### config.mk
export PLATFORM = sky130hd
export DESIGN_NAME = bwr_decode
export DESIGN_NICKNAME = d
export VERILOG_FILES = /design/src/bwr_pkg.sv /design/src/bwr_decode.sv
export SDC_FILE = /design/constraint.sdc
export NUM_CORES = 1
export LEC_CHECK = 0
export BUFFER_PORTS_ARGS = -buffer_cell sky130_fd_sc_hd__buf_2
export CORE_AREA = 2 2 39 41
export DETAILED_ROUTE_END_ITERATION = 16
export DIE_AREA = 0 0 41 43
export PLACE_DENSITY = 0.73
export SLEW_MARGIN = 0
export SYNTH_ARGS = -nofsm -noshare
export SYNTH_HDL_FRONTEND = slang
export SYNTH_SLANG_ARGS = --single-unit
### constraint.sdc
create_clock -name vclk -period 2.8
set_input_delay 0.7 -clock vclk [all_inputs]
set_output_delay 0.7 -clock vclk [all_outputs]
set_load 0.03 [all_outputs]
### src/bwr_pkg.sv
// shared types and address map constants for the banked work ram decoder
package bwr_pkg;

    // fixed address map
    localparam logic [15:0] WORK_BASE   = 16'hC000;
    localparam logic [15:0] SWITCH_BASE = 16'hD000;
    localparam logic [15:0] ECHO_BASE   = 16'hE000;
    localparam logic [15:0] ECHO_END    = 16'hFE00;
    localparam logic [15:0] HIGH_BASE   = 16'hFF80;
    localparam logic [15:0] ECHO_SHIFT  = 16'h2000;

    // bank geometry: 4 KiB per bank
    localparam int unsigned BANK_OFF_W = 12;
    localparam int unsigned BANK_SEL_W = 3;
    localparam logic [BANK_SEL_W-1:0] BANK_SEL_MASK = 3'h7;
    localparam logic [BANK_SEL_W-1:0] BANK_RESET    = 3'd1;

    // high ram
    localparam int unsigned HIGH_DEPTH = 128;
    localparam int unsigned HIGH_AW    = 7;

    // access kind codes
    localparam logic FUNC_READ  = 1'b0;
    localparam logic FUNC_WRITE = 1'b1;

    // decoded target of one access
    typedef enum logic [2:0] {
        RGN_NONE,
        RGN_WORK,
        RGN_HIGH,
        RGN_BANKSEL,
        RGN_IRQ
    } t_region;

    // access held between the memory read and the output register
    typedef struct packed {
        logic    valid;
        logic    wr;
        t_region rgn;
        logic [7:0] reg_data;
    } t_s1;

endpackage

### src/bwr_decode.sv
// address decoder: echo folding, region select and memory indexes
module bwr_decode
    import bwr_pkg::*;
#(
    parameter int unsigned BANK_COUNT    = 8,
    parameter int unsigned BANK_SEL_ADDR = 65392,
    parameter int unsigned IRQ_FLAG_ADDR = 65295,
    localparam int unsigned BANK_W  = $clog2(BANK_COUNT),
    localparam int unsigned WORK_AW = BANK_W + BANK_OFF_W
) (
    input  logic [15:0]           i_addr,
    input  logic [BANK_SEL_W-1:0] i_bank,
    output t_region               o_rgn,
    output logic [WORK_AW-1:0]    o_work_idx,
    output logic [HIGH_AW-1:0]    o_high_idx
);

    localparam logic [15:0] BANKSEL_A = 16'(BANK_SEL_ADDR);
    localparam logic [15:0] IRQ_A     = 16'(IRQ_FLAG_ADDR);

    logic [15:0] eff_addr;
    logic [15:0] high_off;

    // fold the echo window down onto work ram
    always_comb begin
        if (i_addr >= ECHO_BASE && i_addr < ECHO_END) begin
            eff_addr = i_addr - ECHO_SHIFT;
        end else begin
            eff_addr = i_addr;
        end
    end

    // region select, bank select register wins over irq flags
    always_comb begin
        priority if (eff_addr >= WORK_BASE && eff_addr < ECHO_BASE) begin
            o_rgn = RGN_WORK;
        end else if (eff_addr >= HIGH_BASE) begin
            o_rgn = RGN_HIGH;
        end else if (eff_addr == BANKSEL_A) begin
            o_rgn = RGN_BANKSEL;
        end else if (eff_addr == IRQ_A) begin
            o_rgn = RGN_IRQ;
        end else begin
            o_rgn = RGN_NONE;
        end
    end

    // fixed bank 0 below the switch base, active bank above
    always_comb begin
        if (eff_addr < SWITCH_BASE) begin
            o_work_idx = {{BANK_W{1'b0}}, eff_addr[BANK_OFF_W-1:0]};
        end else begin
            o_work_idx = {i_bank[BANK_W-1:0], eff_addr[BANK_OFF_W-1:0]};
        end
    end

    assign high_off   = eff_addr - HIGH_BASE;
    assign o_high_idx = high_off[HIGH_AW-1:0];

endmodule

-- After elaboration in Yosys (flattened, before gate mapping)
Cells that the tools add are included.
- register bits: 0
- input port bits: 19
- add/subtract/negate cells: 2
- magnitude comparators: 6
- equal/unequal tests: 2
- mux-type cells: 6
- reductions and logical operators: 2
- operator list (operator ; count):
    $ge A16 B16 Y1 const B ; 3
    $lt A16 B16 Y1 const B ; 3
    $eq A16 B16 Y1 const B ; 2
    $mux W16 ; 1
    $sub A16 B14 Y16 const B ; 1
    $mux W15 ; 1
    $mux W3 ; 4
    $sub A7 B1 Y7 const B ; 1
    $logic_and A1 B1 Y1 ; 2

-- Depth between registers and ports, before layout
- depth after elaboration: 8
- gate-level depth with buffers: 5

-- Worst setup path before layout
OpenSTA, ideal clock, no wires.
- path kind: input to output
- start: input i_addr[4]
- end: output o_rgn[2]
- data arrival time: 1.785 ns
- slack: 0.315 ns
- cell stages on the path: 2
- buffers on the path: 0
- cells stage by stage: or4b_1 nor4_2
- longest elaborated chain between the ends: 8
- ends and longest elaborated chain (item ; RTL line ; text):
    start, declared ; bwr_decode.sv:11 ; input logic [15:0] i_addr,
    $ge A16 B16 Y1 / $lt A16 B16 Y1 (equally long branches) ; bwr_decode.sv:26 ; if (i_addr >= ECHO_BASE && i_addr < ECHO_END) begin
    $logic_and A1 B1 Y1 ; bwr_decode.sv:26 ;
    $mux W16 * ; bwr_decode.sv:26 ;
    parallel branches: the longest is 4 deep, another holds $ge A16 B16 Y1 ; n/a ;
    $mux W3 * ; bwr_decode.sv:35 ; priority if (eff_addr >= WORK_BASE && eff_addr < ECHO_BASE) begin
    end, declared ; bwr_decode.sv:13 ; output t_region o_rgn,
Every way passes the cells marked *.

-- Final worst setup path
- start: input i_addr[13]
- end: output o_work_idx[13]
- longest elaborated chain between the ends: 5
- ends and longest elaborated chain (item ; RTL line ; text):
    $ge A16 B16 Y1 / $lt A16 B16 Y1 (equally long branches) ; bwr_decode.sv:26 ;
    $logic_and A1 B1 Y1 ; bwr_decode.sv:26 ;
    $mux W16 * ; bwr_decode.sv:26 ;
    $lt A16 B16 Y1 * ; bwr_decode.sv:50 ; if (eff_addr < SWITCH_BASE) begin
    $mux W15 * ; bwr_decode.sv:50 ;
    end, declared ; bwr_decode.sv:14 ; output logic [WORK_AW-1:0] o_work_idx,
Every way passes the cells marked *; elsewhere a longest branch is shown, timed or not.

==> flow_summary.ini <==
[place]
portBuffers = 44
place_congestion = 0.665
dp_cells = 85
dp_hpwl_um = 754

[pwr]
p_leak_uw = 0.000235
ir_worst_vdd_mv = 0.0601
power.density_nw_per_um2 = 195

[routing]
routedWlPerCell_um = 9.26
wirelength_um = 787
final_antenna_net_count = 0
dr_wl_met3_um = 92
firstDrtPassIters = 1
drtIter0Drc = 0
top_layer_used = met3
dr_wl_met2_um = 414
vias = 366
via_per_inst = 4.31
m1WireLength_um = 280
drc_errors = 0

[final_layout]
area_delta_synth_final_pct = 31.5
clockBufferCount = 0
fin_cells = 85
drive_gt1_frac = 0.667
regArea_um2 = 0
antenna_cells = 0
nets = 91
seq_cell_count = 0

[critical_path]
cp-end-kind = output pin
critPathArrivalTime_ns = 1.88
crit_top_cell = buf_2
worst_setup_path_start_kind = primary input
worstPathRequired_ns = 2.10
cpPeakStageDelay_ns = 0.30
cp_max_fo = 3
slowest_stage = ha_1
critPathTopFamily = compound AO/OA/AOI/OAI gates
worstPathCellList = buf_2, inv_1, ha_1, o21a_1, a21oi_1, and2_1, buf_2
path_buf_inv = 3
crit_type = in -> out

[outcome]
status = finished, final reports clean

[floorplanning]
fp-row-count = 14
die_width_um = 41
die_area_um2 = 1760
die_h_um = 43
fp.coreArea_um2 = 1380
start_util = 0.224
io_pins = 44

[sta]
finalCriticalPeriod_ns = 2.58
min_period_over_period = 0.922
setup_tns_ns = 0
worst_slew_pin_slew_ns = 0.285
finalHoldViolations = 0
rsz0062_at_grt = no
fmax_mhz = 387
slew_viol_final = 0
slew_headroom = 0.808
setup_viol = 0

[global_routing]
grt_pass1_wl_mm = 1.17
track_usage = 0.0889
grt_pass1_vias = 300
grt_max_degree = 6
antenna_found_initial = 0
grt_overflow = 0

[synth]
synth_area_leaders = buf_4 (46%), nor4_2 (8.1%), and2_1 (6.0%), o21a_1 (4.8%), ha_1 (4.0%)
ys_seq_area_frac = 0
synth_top_area_cell = buf_4
synth_commonest_cells = buf_4 (19), and2_1 (3)
synth.most_common_cell = buf_4
syn_inst = 44
ys_warn_count = 0
syn_avg_cell_area_um2 = 7.05
postSynthNetCount = 64
synthesis.area_um2 = 310
yosys.area.top_type_share = 0.460
ys_types = 16

[run]
max_cap_viol_count = 0

[clock_network]
cts_hold_buf = 0
cts_setup_buffers = 0
cts_resized = 0

[min_path]
hold_path_end = o_work_idx[10]
hold_class = in -> out
holdPathStages = 2
holdCritStartpoint = i_addr[10]
-- placed cells by master, fill, tap and decap left out, drive strengths merged --
cell,n
buf,44
and2,3
inv,2
nand2,2
nor4,2
nand4,2
nor2,2
o21a,2
nand3,2
a21oi,2
or3b,1
nor3,1
o2bb2ai,1
nand4b,1
or4b,1
ha,1
-- where the power goes --
group          switching, uW  internal [uW]
logic                   53.7           26.0
registers                  0              0
clock network              0              0
-- worst max path at each step --
stage | startpoint | to | slack (ns) | cells past startpoint
finish | i_addr[13] | o_work_idx[13] | 0.22 | 7
global route | i_addr[14] | o_work_idx[12] | 0.09 | 7
CTS | i_addr[13] | o_work_idx[13] | 0.20 | 7
detailed placement | i_addr[13] | o_work_idx[13] | 0.20 | 7
global placement | i_addr[13] | o_work_idx[13] | 0.27 | 7
floorplan | i_addr[4] | o_rgn[2] | 0.31 | 2
-- metal layers --
metal  global-route usage  up-vias
li1                     -      185
met1                0.108      154
met2                0.163       27
met3               0.0157        0
met4                    0        0
met5                    0        -
-- layout make-up --
class	count	area, um^2
fillers	151	976
inverters	2	7.51
multi-input cells	23	160
well taps	16	20.0
repair buffers	44	220
-- stage by stage --
stage,setup slack [ns],hold slack (ns),total power [uW],utilization,area (um^2)
global placement,0.273,1.67,79.3,0.295,408
finish,0.218,1.67,79.7,0.295,408
detailed placement,0.198,1.67,80.7,0.295,408
global route,0.0860,1.68,86.1,0.295,408
floorplan,0.315,1.53,65.1,-,310
CTS,0.200,1.67,80.8,0.295,408
-- kinds of logic after synthesis --
logic type / count (synthesis) / synth area share
adder cells (fa/ha/maj): 1 / 0.0403
AO/OA/AOI/OAI: 5 / 0.109
AND/OR/NAND/NOR: 17 / 0.367
buffers and inverters: 21 / 0.484
No activity file was read; power rests on OpenSTA's default activity.
