--- config.mk ---
export PLATFORM = sky130hd
export DESIGN_NAME = bwr_ram
export DESIGN_NICKNAME = d
export VERILOG_FILES = /design/src/bwr_ram.sv
export SDC_FILE = /design/constraint.sdc
export NUM_CORES = 1
export LEC_CHECK = 0
export ABC_AREA = 1
export BUFFER_PORTS_ARGS = -buffer_cell sky130_fd_sc_hd__clkbuf_2
export CORE_ASPECT_RATIO = 1.25
export CORE_MARGIN = 1
export CORE_UTILIZATION = 35
export CTS_CLUSTER_SIZE = 14
export DETAILED_ROUTE_END_ITERATION = 16
export PLACE_DENSITY = 0.61
export RECOVER_POWER = 100
export SYNTH_ARGS = -nofsm -noshare
export SYNTH_HDL_FRONTEND = slang
export SYNTH_SLANG_ARGS = --single-unit
--- constraint.sdc ---
create_clock -name i_clk -period 6.3 [get_ports i_clk]
set_clock_uncertainty 0.1 [all_clocks]
set_input_delay 0.315 -clock i_clk [delete_from_list [all_inputs] [get_ports i_clk]]
set_output_delay 0.315 -clock i_clk [all_outputs]
set_load 0.005 [all_outputs]
--- src/bwr_ram.sv ---
// generic single port ram with registered read
module bwr_ram #(
    parameter int unsigned WIDTH = 8,
    parameter int unsigned DEPTH = 128
) (
    input  logic                     i_clk,
    input  logic                     i_en,
    input  logic                     i_we,
    input  logic [$clog2(DEPTH)-1:0] i_addr,
    input  logic [WIDTH-1:0]         i_wdata,
    output logic [WIDTH-1:0]         o_rdata
);

    logic [WIDTH-1:0] r_mem [DEPTH];
    logic [WIDTH-1:0] r_rdata;

    // write or read one entry; read data holds when idle
    always_ff @(posedge i_clk) begin
        if (i_en) begin
            if (i_we) begin
                r_mem[i_addr] <= i_wdata;
            end else begin
                r_rdata <= r_mem[i_addr];
            end
        end
    end

    assign o_rdata = r_rdata;

endmodule

; ---- Word-level counts from Yosys, hierarchy flattened
; Memories as Yosys holds them, arrays and structs flattened. A register that Yosys moved wholly into a read port is not among the register bits.
; Index checks and enable logic that the tools add are counted.
; W data, S select, Z words.
[totals]
register_bits = 0
n_memories = 1
in_bits = 18
ramBits = 1024
[classes]
mux = 3
reduce_logical = 1
bitwise_logic = 1
[memory_table]
columns = name, words, width, rd, rd_ports_with_merged_regs, wr, line_no
row1 = r_mem, 128, 8, 1, 1, 1, 14  ; logic [WIDTH-1:0] r_mem [DEPTH];
[ops]
columns = operator, n
row1 = $mux W1, 3
row2 = $reduce_and A2 Y1, 1
row3 = $not A1 Y1, 1

; ---- Logic depth before layout (Yosys ltp)
; Gate-level depths: netlist of run 1.
[depth]
depth_word = 3
mapped_depth = 17
mapped_depth_nobuf = 13

; ---- Least setup slack after synthesis of run 1
; No wires, ideal clock.
[synth_timing]
path_type = input-to-reg
startpoint = in i_addr[1]
endpoint = mem r_mem[92][0], enable pin
required_time_ps = 5830
arrival_ps = 1763
cell_stages = 6
slack_ps = 4067
n_path_buf = 3
path_cell_list = buf_2 clkbuf_1 nor2_2 nand3_1 clkbuf_1 nor2_1
[synth_rtl]
columns = item, line_no
row1 = "start, declared", 9  ; input logic [$clog2(DEPTH)-1:0] i_addr,
row2 = "end, declared", 14
; Straight into the memory's write port.

; ---- Final worst setup path of run 1
[layout_timing]
startpoint = in i_wdata[4]
endpoint = mem r_mem[71][4], data pin
[layout_rtl]
columns = item, line_no
row1 = "start, declared", 10  ; input logic [WIDTH-1:0] i_wdata,
; Straight into the memory's write port.

==> impl_metrics.py, run 1 <==
metrics = {
    "timing": {
        "worst_slew_margin_rel": -1.635,
        "rsz0062_at_grt": "false",
        "timing.final.crit_period_ns": 4.476,
        "fin_crit_sh": 0.7105,
        "timing.final.hold_violations": 0,
        "final-max-slew-violation-count": 1035,
        "setup_tns_ns": 0,
        "worst_hold_slack_ns": 0.09463,
        "setup_violations": 0,
        "tightestPinTransition_ns": 3.953,
        "clock.fmax_mhz": 223.4,
    },
    "cts": {
        "post-cts-setup-buffers": 0,
        "clock_insertion_delay_worst_skew_ns": 0.69,
        "clk_transition_reported_paths_ns": 0.07,
        "cts_tree": "done",
        "cts_buffers": 95,
        "ctsHoldBuffers": 0,
        "ctsHtreeMaxLevel": 3,
        "tritoncts_num_sinks": 1032,
        "clockRootBuffer": "sky130_fd_sc_hd__clkbuf_16",
        "cts-resized-gates": 0,
        "clockBufferDepth": 3,
    },
    "logic_synthesis": {
        "netlist_area_mm2": 0.04385,
        "netlist_top_cells_area": "sky130_fd_sc_hd__edfxtp_1 (71%), sky130_fd_sc_hd__nand2_1 (24%), sky130_fd_sc_hd__nor2_1 (2.0%)",
        "synth.lib_cells_used.distinct": 20,
        "synthesis.yosys.warnings": 0,
        "yosys.area.top_type_share": 0.7067,
        "netlist.top_cell.by_area": "sky130_fd_sc_hd__edfxtp_1",
        "synth_area_per_cell_um2": 9.983,
        "synth_seq_area_share": 0.7067,
        "synthCells": 4393,
        "ys_ff_latch": 1032,
        "synthesis.nets": 4411,
    },
    "detailed_routing": {
        "route.vias.total": 29192,
        "route.met3.wl_mm": 6.464,
        "drt-wirelength-per-cell_um": 19.13,
        "vias_per_cell": 4.848,
        "post-route-drc-count": 0,
        "met1Wirelength_mm": 46.29,
        "topRoutingLayerUsed": "met5",
        "count_of_routing_violations_after_the_opening_detailed_route_iteration": 2456,
        "wl_met2_mm": 57.54,
        "detail_route.wirelength_mm": 115.2,
        "antenna_violating_nets_post_route": 0,
        "detailedRoute.firstPassIterationCount": 6,
    },
    "place": {
        "port_buffers": 25,
        "gp_congestion": 0.8596,
        "dp.final_hpwl_mm": 65.40,
    },
    "finish": {
        "filler_cell_count": 11899,
        "layout_commonest_cell": "sky130_fd_sc_hd__nand2_1",
        "signed_area_change_from_the_synthesized_netlist_to_the_final_layout_pct": 10.25,
        "drive_above_1_share": 0.04146,
        "most-common-layout-cells": "sky130_fd_sc_hd__nand2_1 (2775), sky130_fd_sc_hd__edfxtp_1 (1032), sky130_fd_sc_hd__nor2_1 (235)",
        "final_nets": 4359,
    },
    "job": {
        "cap_viol_max_count": 21,
    },
    "critical_path": {
        "worst-path-buf-inv": 2,
        "crit_arrival_ns": 4.62,
        "path_cells": "clkbuf_1 -> clkbuf_2",
        "worst_setup_path_end_kind": "register",
        "cpMaxStageDelayCell": "sky130_fd_sc_hd__clkbuf_1",
        "worst-setup-path-type": "input pin to register",
        "path_max_fanout": 66,
        "startpoint_type": "input pin",
        "slowest_delay_ns": 2.71,
        "data_required_time_of_the_worst_path_ns": 6.45,
        "timing.critical_path.max_delay_family": "buffers and inverters",
    },
    "floorplanning": {
        "floorplan.die_area_mm2": 0.1267,
        "dieWidth_um": 318.6,
        "die_y_um": 397.8,
        "boundaryPins": 26,
        "fp-row-count": 144,
        "initial_cell_density_of_the_core": 0.3543,
        "fp.coreArea_mm2": 0.1238,
    },
    "pwr": {
        "power_density_mw_per_mm2": 291.9,
        "post-layout-total-power_mw": 14.11,
        "worst_case_vdd_ir_drop_v": 0.0002788,
        "leakagePower_nw": 19.67,
    },
    "grt": {
        "grt_overflow_total": 0,
        "gr_usage_total": 0.1808,
        "initial_antenna_violation_count": 5,
        "wire_length_of_the_first_global_routing_pass_mm": 174.7,
        "largest_net_degree_at_the_start_of_global_routing": 159,
        "via_count_of_the_first_global_routing_pass": 28763,
    },
    "min_path": {
        "min_path_type": "input pin to register",
    },
    "outcome": {
        "failed_checks": "max-capacitance violations, max-slew violations",
        "status": "finished with violations",
    },
}
[area by class of cell]
| class | count | area [µm²] | share of cell area |
|---|---|---|---|
| clock inverter | 47 | 396.6 | 0.008204 |
| multi-input combinational | 3076 | 11650 | 0.2410 |
| sequential | 1032 | 30990 | 0.6410 |
| tap | 1606 | 2009 | 0.04156 |
| timing repair buffer | 69 | 437.9 | 0.009058 |
| clock buffer | 123 | 2589 | 0.05354 |
| inverter | 67 | 269.0 | 0.005564 |
| antenna | 1 | 2.502 | 0.00005176 |
[cells by family (layout without fill, tap and decap cells)]
family,after synthesis,in the layout,synth area share
buffers and inverters,285,306,0.02770
AO/OA/AOI/OAI,13,13,0.001598
other,0,1,0
flip-flops,1032,1032,0.7067
AND/OR/NAND/NOR,3063,3063,0.2640
[synthesized netlist by cell type]
master,count
sky130_fd_sc_hd__a21oi_1,6
sky130_fd_sc_hd__buf_1,22
sky130_fd_sc_hd__buf_2,92
sky130_fd_sc_hd__buf_4,4
sky130_fd_sc_hd__buf_6,2
sky130_fd_sc_hd__clkbuf_1,98
sky130_fd_sc_hd__clkinv_1,1
sky130_fd_sc_hd__edfxtp_1,1032
sky130_fd_sc_hd__inv_1,64
sky130_fd_sc_hd__inv_2,2
sky130_fd_sc_hd__nand2_1,2775
sky130_fd_sc_hd__nand3_1,33
sky130_fd_sc_hd__nand4_1,1
sky130_fd_sc_hd__nor2_1,237
sky130_fd_sc_hd__nor2_2,1
sky130_fd_sc_hd__nor3_1,4
sky130_fd_sc_hd__o211ai_1,2
sky130_fd_sc_hd__o21ai_0,5
sky130_fd_sc_hd__or2_1,2
sky130_fd_sc_hd__or2_2,10
[routing by layer]
metal  vias up  track usage
met2       920       0.3176
met1     14058       0.2215
li1      14006            -
met3       202      0.02242
met4         6      0.08333
met5         -            0
[power breakdown]
group	switching [mW]	leakage, nW	total [mW]	internal (mW)
combinational	0.675	8.94	0.857	0.182
clock	2.53	1.45	5.66	3.14
sequential	0.00714	9.28	7.59	7.58
total	3.21	19.7	14.1	10.9
[state kept, by name, indices dropped and copies added (netlist names)]
signal / flops
r_mem: 1024
o_rdata: 8
[path summary, 6_finish.rpt]
check | slack, ns | cells past startpoint | startpoint | to
min reg2reg | 0.87 | 8 | r_mem[30][6] | o_rdata[6]
max | 1.82 | 2 | i_wdata[4] | r_mem[71][4]
min | 0.09 | 2 | i_we | o_rdata[7]
max reg2reg | 4.21 | 12 | r_mem[101][4] | o_rdata[4]
[metrics by stage]
stage	instances	utilization	cell area (µm²)	worst slack, ns
2_1_floorplan	4393	-	43850	4.067
3_3_place_gp	5850	0.3673	45470	2.417
3_5_place_dp	5850	0.3673	45470	2.422
4_1_cts	6020	0.3915	48450	3.162
5_1_grt	6020	0.3906	48350	1.621
6_report	6021	0.3906	48350	1.824
Power figures use the tool's default switching activity.
==> run 2, diff against run 1 <==
==> constraint.sdc (replaced) <==
create_clock -name i_clk -period 4.4 [get_ports i_clk]
set_clock_uncertainty 0.1 [all_clocks]
set_input_delay 0.22 -clock i_clk [delete_from_list [all_inputs] [get_ports i_clk]]
set_output_delay 0.22 -clock i_clk [all_outputs]
set_load 0.005 [all_outputs]
==> run 2 against run 1 <==
  * Non-clock buffer count rose by 45
  * Via count barely moved
  * Critical endpoint is now r_mem[45][5]
  * Sequential share of layout area fell by 0.42 points
  * Total power rose by 42%
  * The flow still finishes with violations (max-capacitance violations, max-slew violations)
  * Cell area rose by 0.67%
  * Highest routed layer unchanged
  * Sequential cell count did not move
  * Worst hold slack got worse by 0.018 ns
  * Wire length fell by 0.44%
  * Critical path depth did not move
  * First-iteration DRC count rose by 1.4%
==> impl_metrics.py, run 2 (synthesis results as in run 1) <==
metrics = {
    "outcome": {
        "status": "finished with violations",
        "failed_checks": "max-capacitance violations, max-slew violations",
    },
    "cts": {
        "cts_buffers": 94,
        "post-cts-setup-buffers": 0,
        "clk_transition_reported_paths_ns": 0.07,
        "cts_tree": "done",
        "clock_insertion_delay_worst_skew_ns": 0.70,
        "tritoncts_num_sinks": 1032,
        "clockBufferDepth": 3,
        "clockRootBuffer": "sky130_fd_sc_hd__clkbuf_16",
        "ctsHtreeMaxLevel": 3,
        "ctsHoldBuffers": 4,
        "cts-resized-gates": 0,
    },
    "grt": {
        "via_count_of_the_first_global_routing_pass": 28182,
        "initial_antenna_violation_count": 4,
        "largest_net_degree_at_the_start_of_global_routing": 132,
        "grt_overflow_total": 0,
        "gr_usage_total": 0.1799,
        "wire_length_of_the_first_global_routing_pass_mm": 173.3,
    },
    "pwr": {
        "power_density_mw_per_mm2": 411.9,
        "p_switching_mw": 4.561,
        "comb_power_share": 0.063,
        "worst_case_vdd_ir_drop_v": 0.0003327,
        "clock_power_share": 0.395,
        "switching_share": 0.2275,
        "power.share.sequential": 0.542,
        "power.internal_mw": 15.48,
        "leakagePower_nw": 19.84,
    },
    "finish": {
        "top_register": "r_mem",
        "final_nets": 4403,
        "most-common-layout-cells": "sky130_fd_sc_hd__nand2_1 (2775), sky130_fd_sc_hd__edfxtp_1 (1032), sky130_fd_sc_hd__nor2_1 (236)",
        "signed_area_change_from_the_synthesized_netlist_to_the_final_layout_pct": 10.98,
        "layout_commonest_cell": "sky130_fd_sc_hd__nand2_1",
        "finish.utilization": 0.3932,
        "largest_register_ff_count": 1024,
        "drive_above_1_share": 0.04580,
    },
    "job": {
        "cap_viol_max_count": 11,
    },
    "timing": {
        "worst_slew_margin_rel": -1.559,
        "tightestPinTransition_ns": 3.838,
        "timing.final.hold_violations": 0,
        "timing.final.crit_period_ns": 3.343,
        "setup_tns_ns": 0,
        "rsz0062_at_grt": "false",
        "setup_violations": 0,
        "worst_hold_slack_ns": 0.07697,
        "final-max-slew-violation-count": 607,
        "fin_crit_sh": 0.7597,
        "clock.fmax_mhz": 299.2,
    },
    "floorplanning": {
        "fp.coreArea_mm2": 0.1238,
        "dieWidth_um": 318.6,
        "initial_cell_density_of_the_core": 0.3543,
        "floorplan.die_area_mm2": 0.1267,
        "boundaryPins": 26,
        "fp-row-count": 144,
        "die_y_um": 397.8,
    },
    "critical_path": {
        "worst_setup_path_end_kind": "register",
        "cpMaxStageDelayCell": "sky130_fd_sc_hd__clkbuf_1",
        "data_required_time_of_the_worst_path_ns": 4.72,
        "startpoint_type": "input pin",
        "path_max_fanout": 64,
        "crit_arrival_ns": 3.67,
        "timing.critical_path.max_delay_family": "buffers and inverters",
        "slowest_delay_ns": 2.64,
        "worst-setup-path-type": "input pin to register",
        "worst-path-buf-inv": 2,
        "path_cells": "clkbuf_1 -> buf_4",
    },
    "detailed_routing": {
        "drt-wirelength-per-cell_um": 18.92,
        "antenna_violating_nets_post_route": 0,
        "detailedRoute.firstPassIterationCount": 6,
        "detail_route.wirelength_mm": 114.7,
        "route.vias.total": 29219,
        "vias_per_cell": 4.820,
        "count_of_routing_violations_after_the_opening_detailed_route_iteration": 2490,
        "post-route-drc-count": 0,
    },
    "place": {
        "gp_congestion": 0.8717,
        "dp.final_hpwl_mm": 66.85,
        "port_buffers": 25,
    },
    "min_path": {
        "min_path_type": "input pin to register",
    },
}
run 2: cell types whose count changed in the layout (fill, tap and decap cells not counted), sizes merged:
cell         delta
clkinvlp        -2
dlygate4sd3     +4
buf            +27
inv             +2
diode           +1
clkbuf          +9
run 2: cell type report:
class	instances	area, µm²
antenna	2	5.005
clock buffer	118	2485
clock inverter	47	394.1
fill	11928	75110
inverter	67	269.0
multi-input combinational	3076	11650
sequential	1032	30990
tap	1606	2009
timing repair buffer	114	865.8
run 2: stage by stage:
step	area, µm²	total power, mW	std cells	setup WS [ns]
after floorplan	43850	11.76	4393	2.262
after global placement	45910	12.32	5891	1.088
after detailed placement	45910	12.33	5891	1.059
after CTS	48830	20.15	6060	1.814
after global routing	48660	20.62	6060	0.8262
final	48670	20.05	6062	1.058
run 2: worst paths after layout:
check | to | from | slack (ns) | cells after the start
worst max-delay path | r_mem[45][5] | i_wdata[5] | 1.06 | 2
worst max register to register | o_rdata[6] | r_mem[97][6] | 2.26 | 10
worst min register to register | o_rdata[6] | r_mem[58][6] | 0.86 | 8
worst min-delay path | o_rdata[6] | i_addr[5] | 0.08 | 5
run 2: power by group through the flow:
stage	registers [mW]	logic, mW	clock network, mW
4_1_cts	10.8	1.28	8.02
5_1_grt	10.9	1.40	8.36
2_1_floorplan	11.1	0.704	0
3_3_place_gp	11.1	1.26	0
6_report	10.9	1.27	7.91
3_5_place_dp	11.1	1.27	0
run 2: worst min-delay path, stage by stage:
cell                       delay, ns
sky130_fd_sc_hd__clkbuf_2       0.10
sky130_fd_sc_hd__inv_1          0.06
sky130_fd_sc_hd__nor2_1         0.12
sky130_fd_sc_hd__nand2_1        0.11
sky130_fd_sc_hd__nand4_1        0.09
run 2: metal layers:
metal | track usage | wire, µm | up-vias
met5 | 0 | 24 | -
met4 | 0.08247 | 4593 | 4
met3 | 0.02512 | 6687 | 217
met2 | 0.3101 | 56960 | 926
met1 | 0.2239 | 46430 | 13973
li1 | - | - | 14099
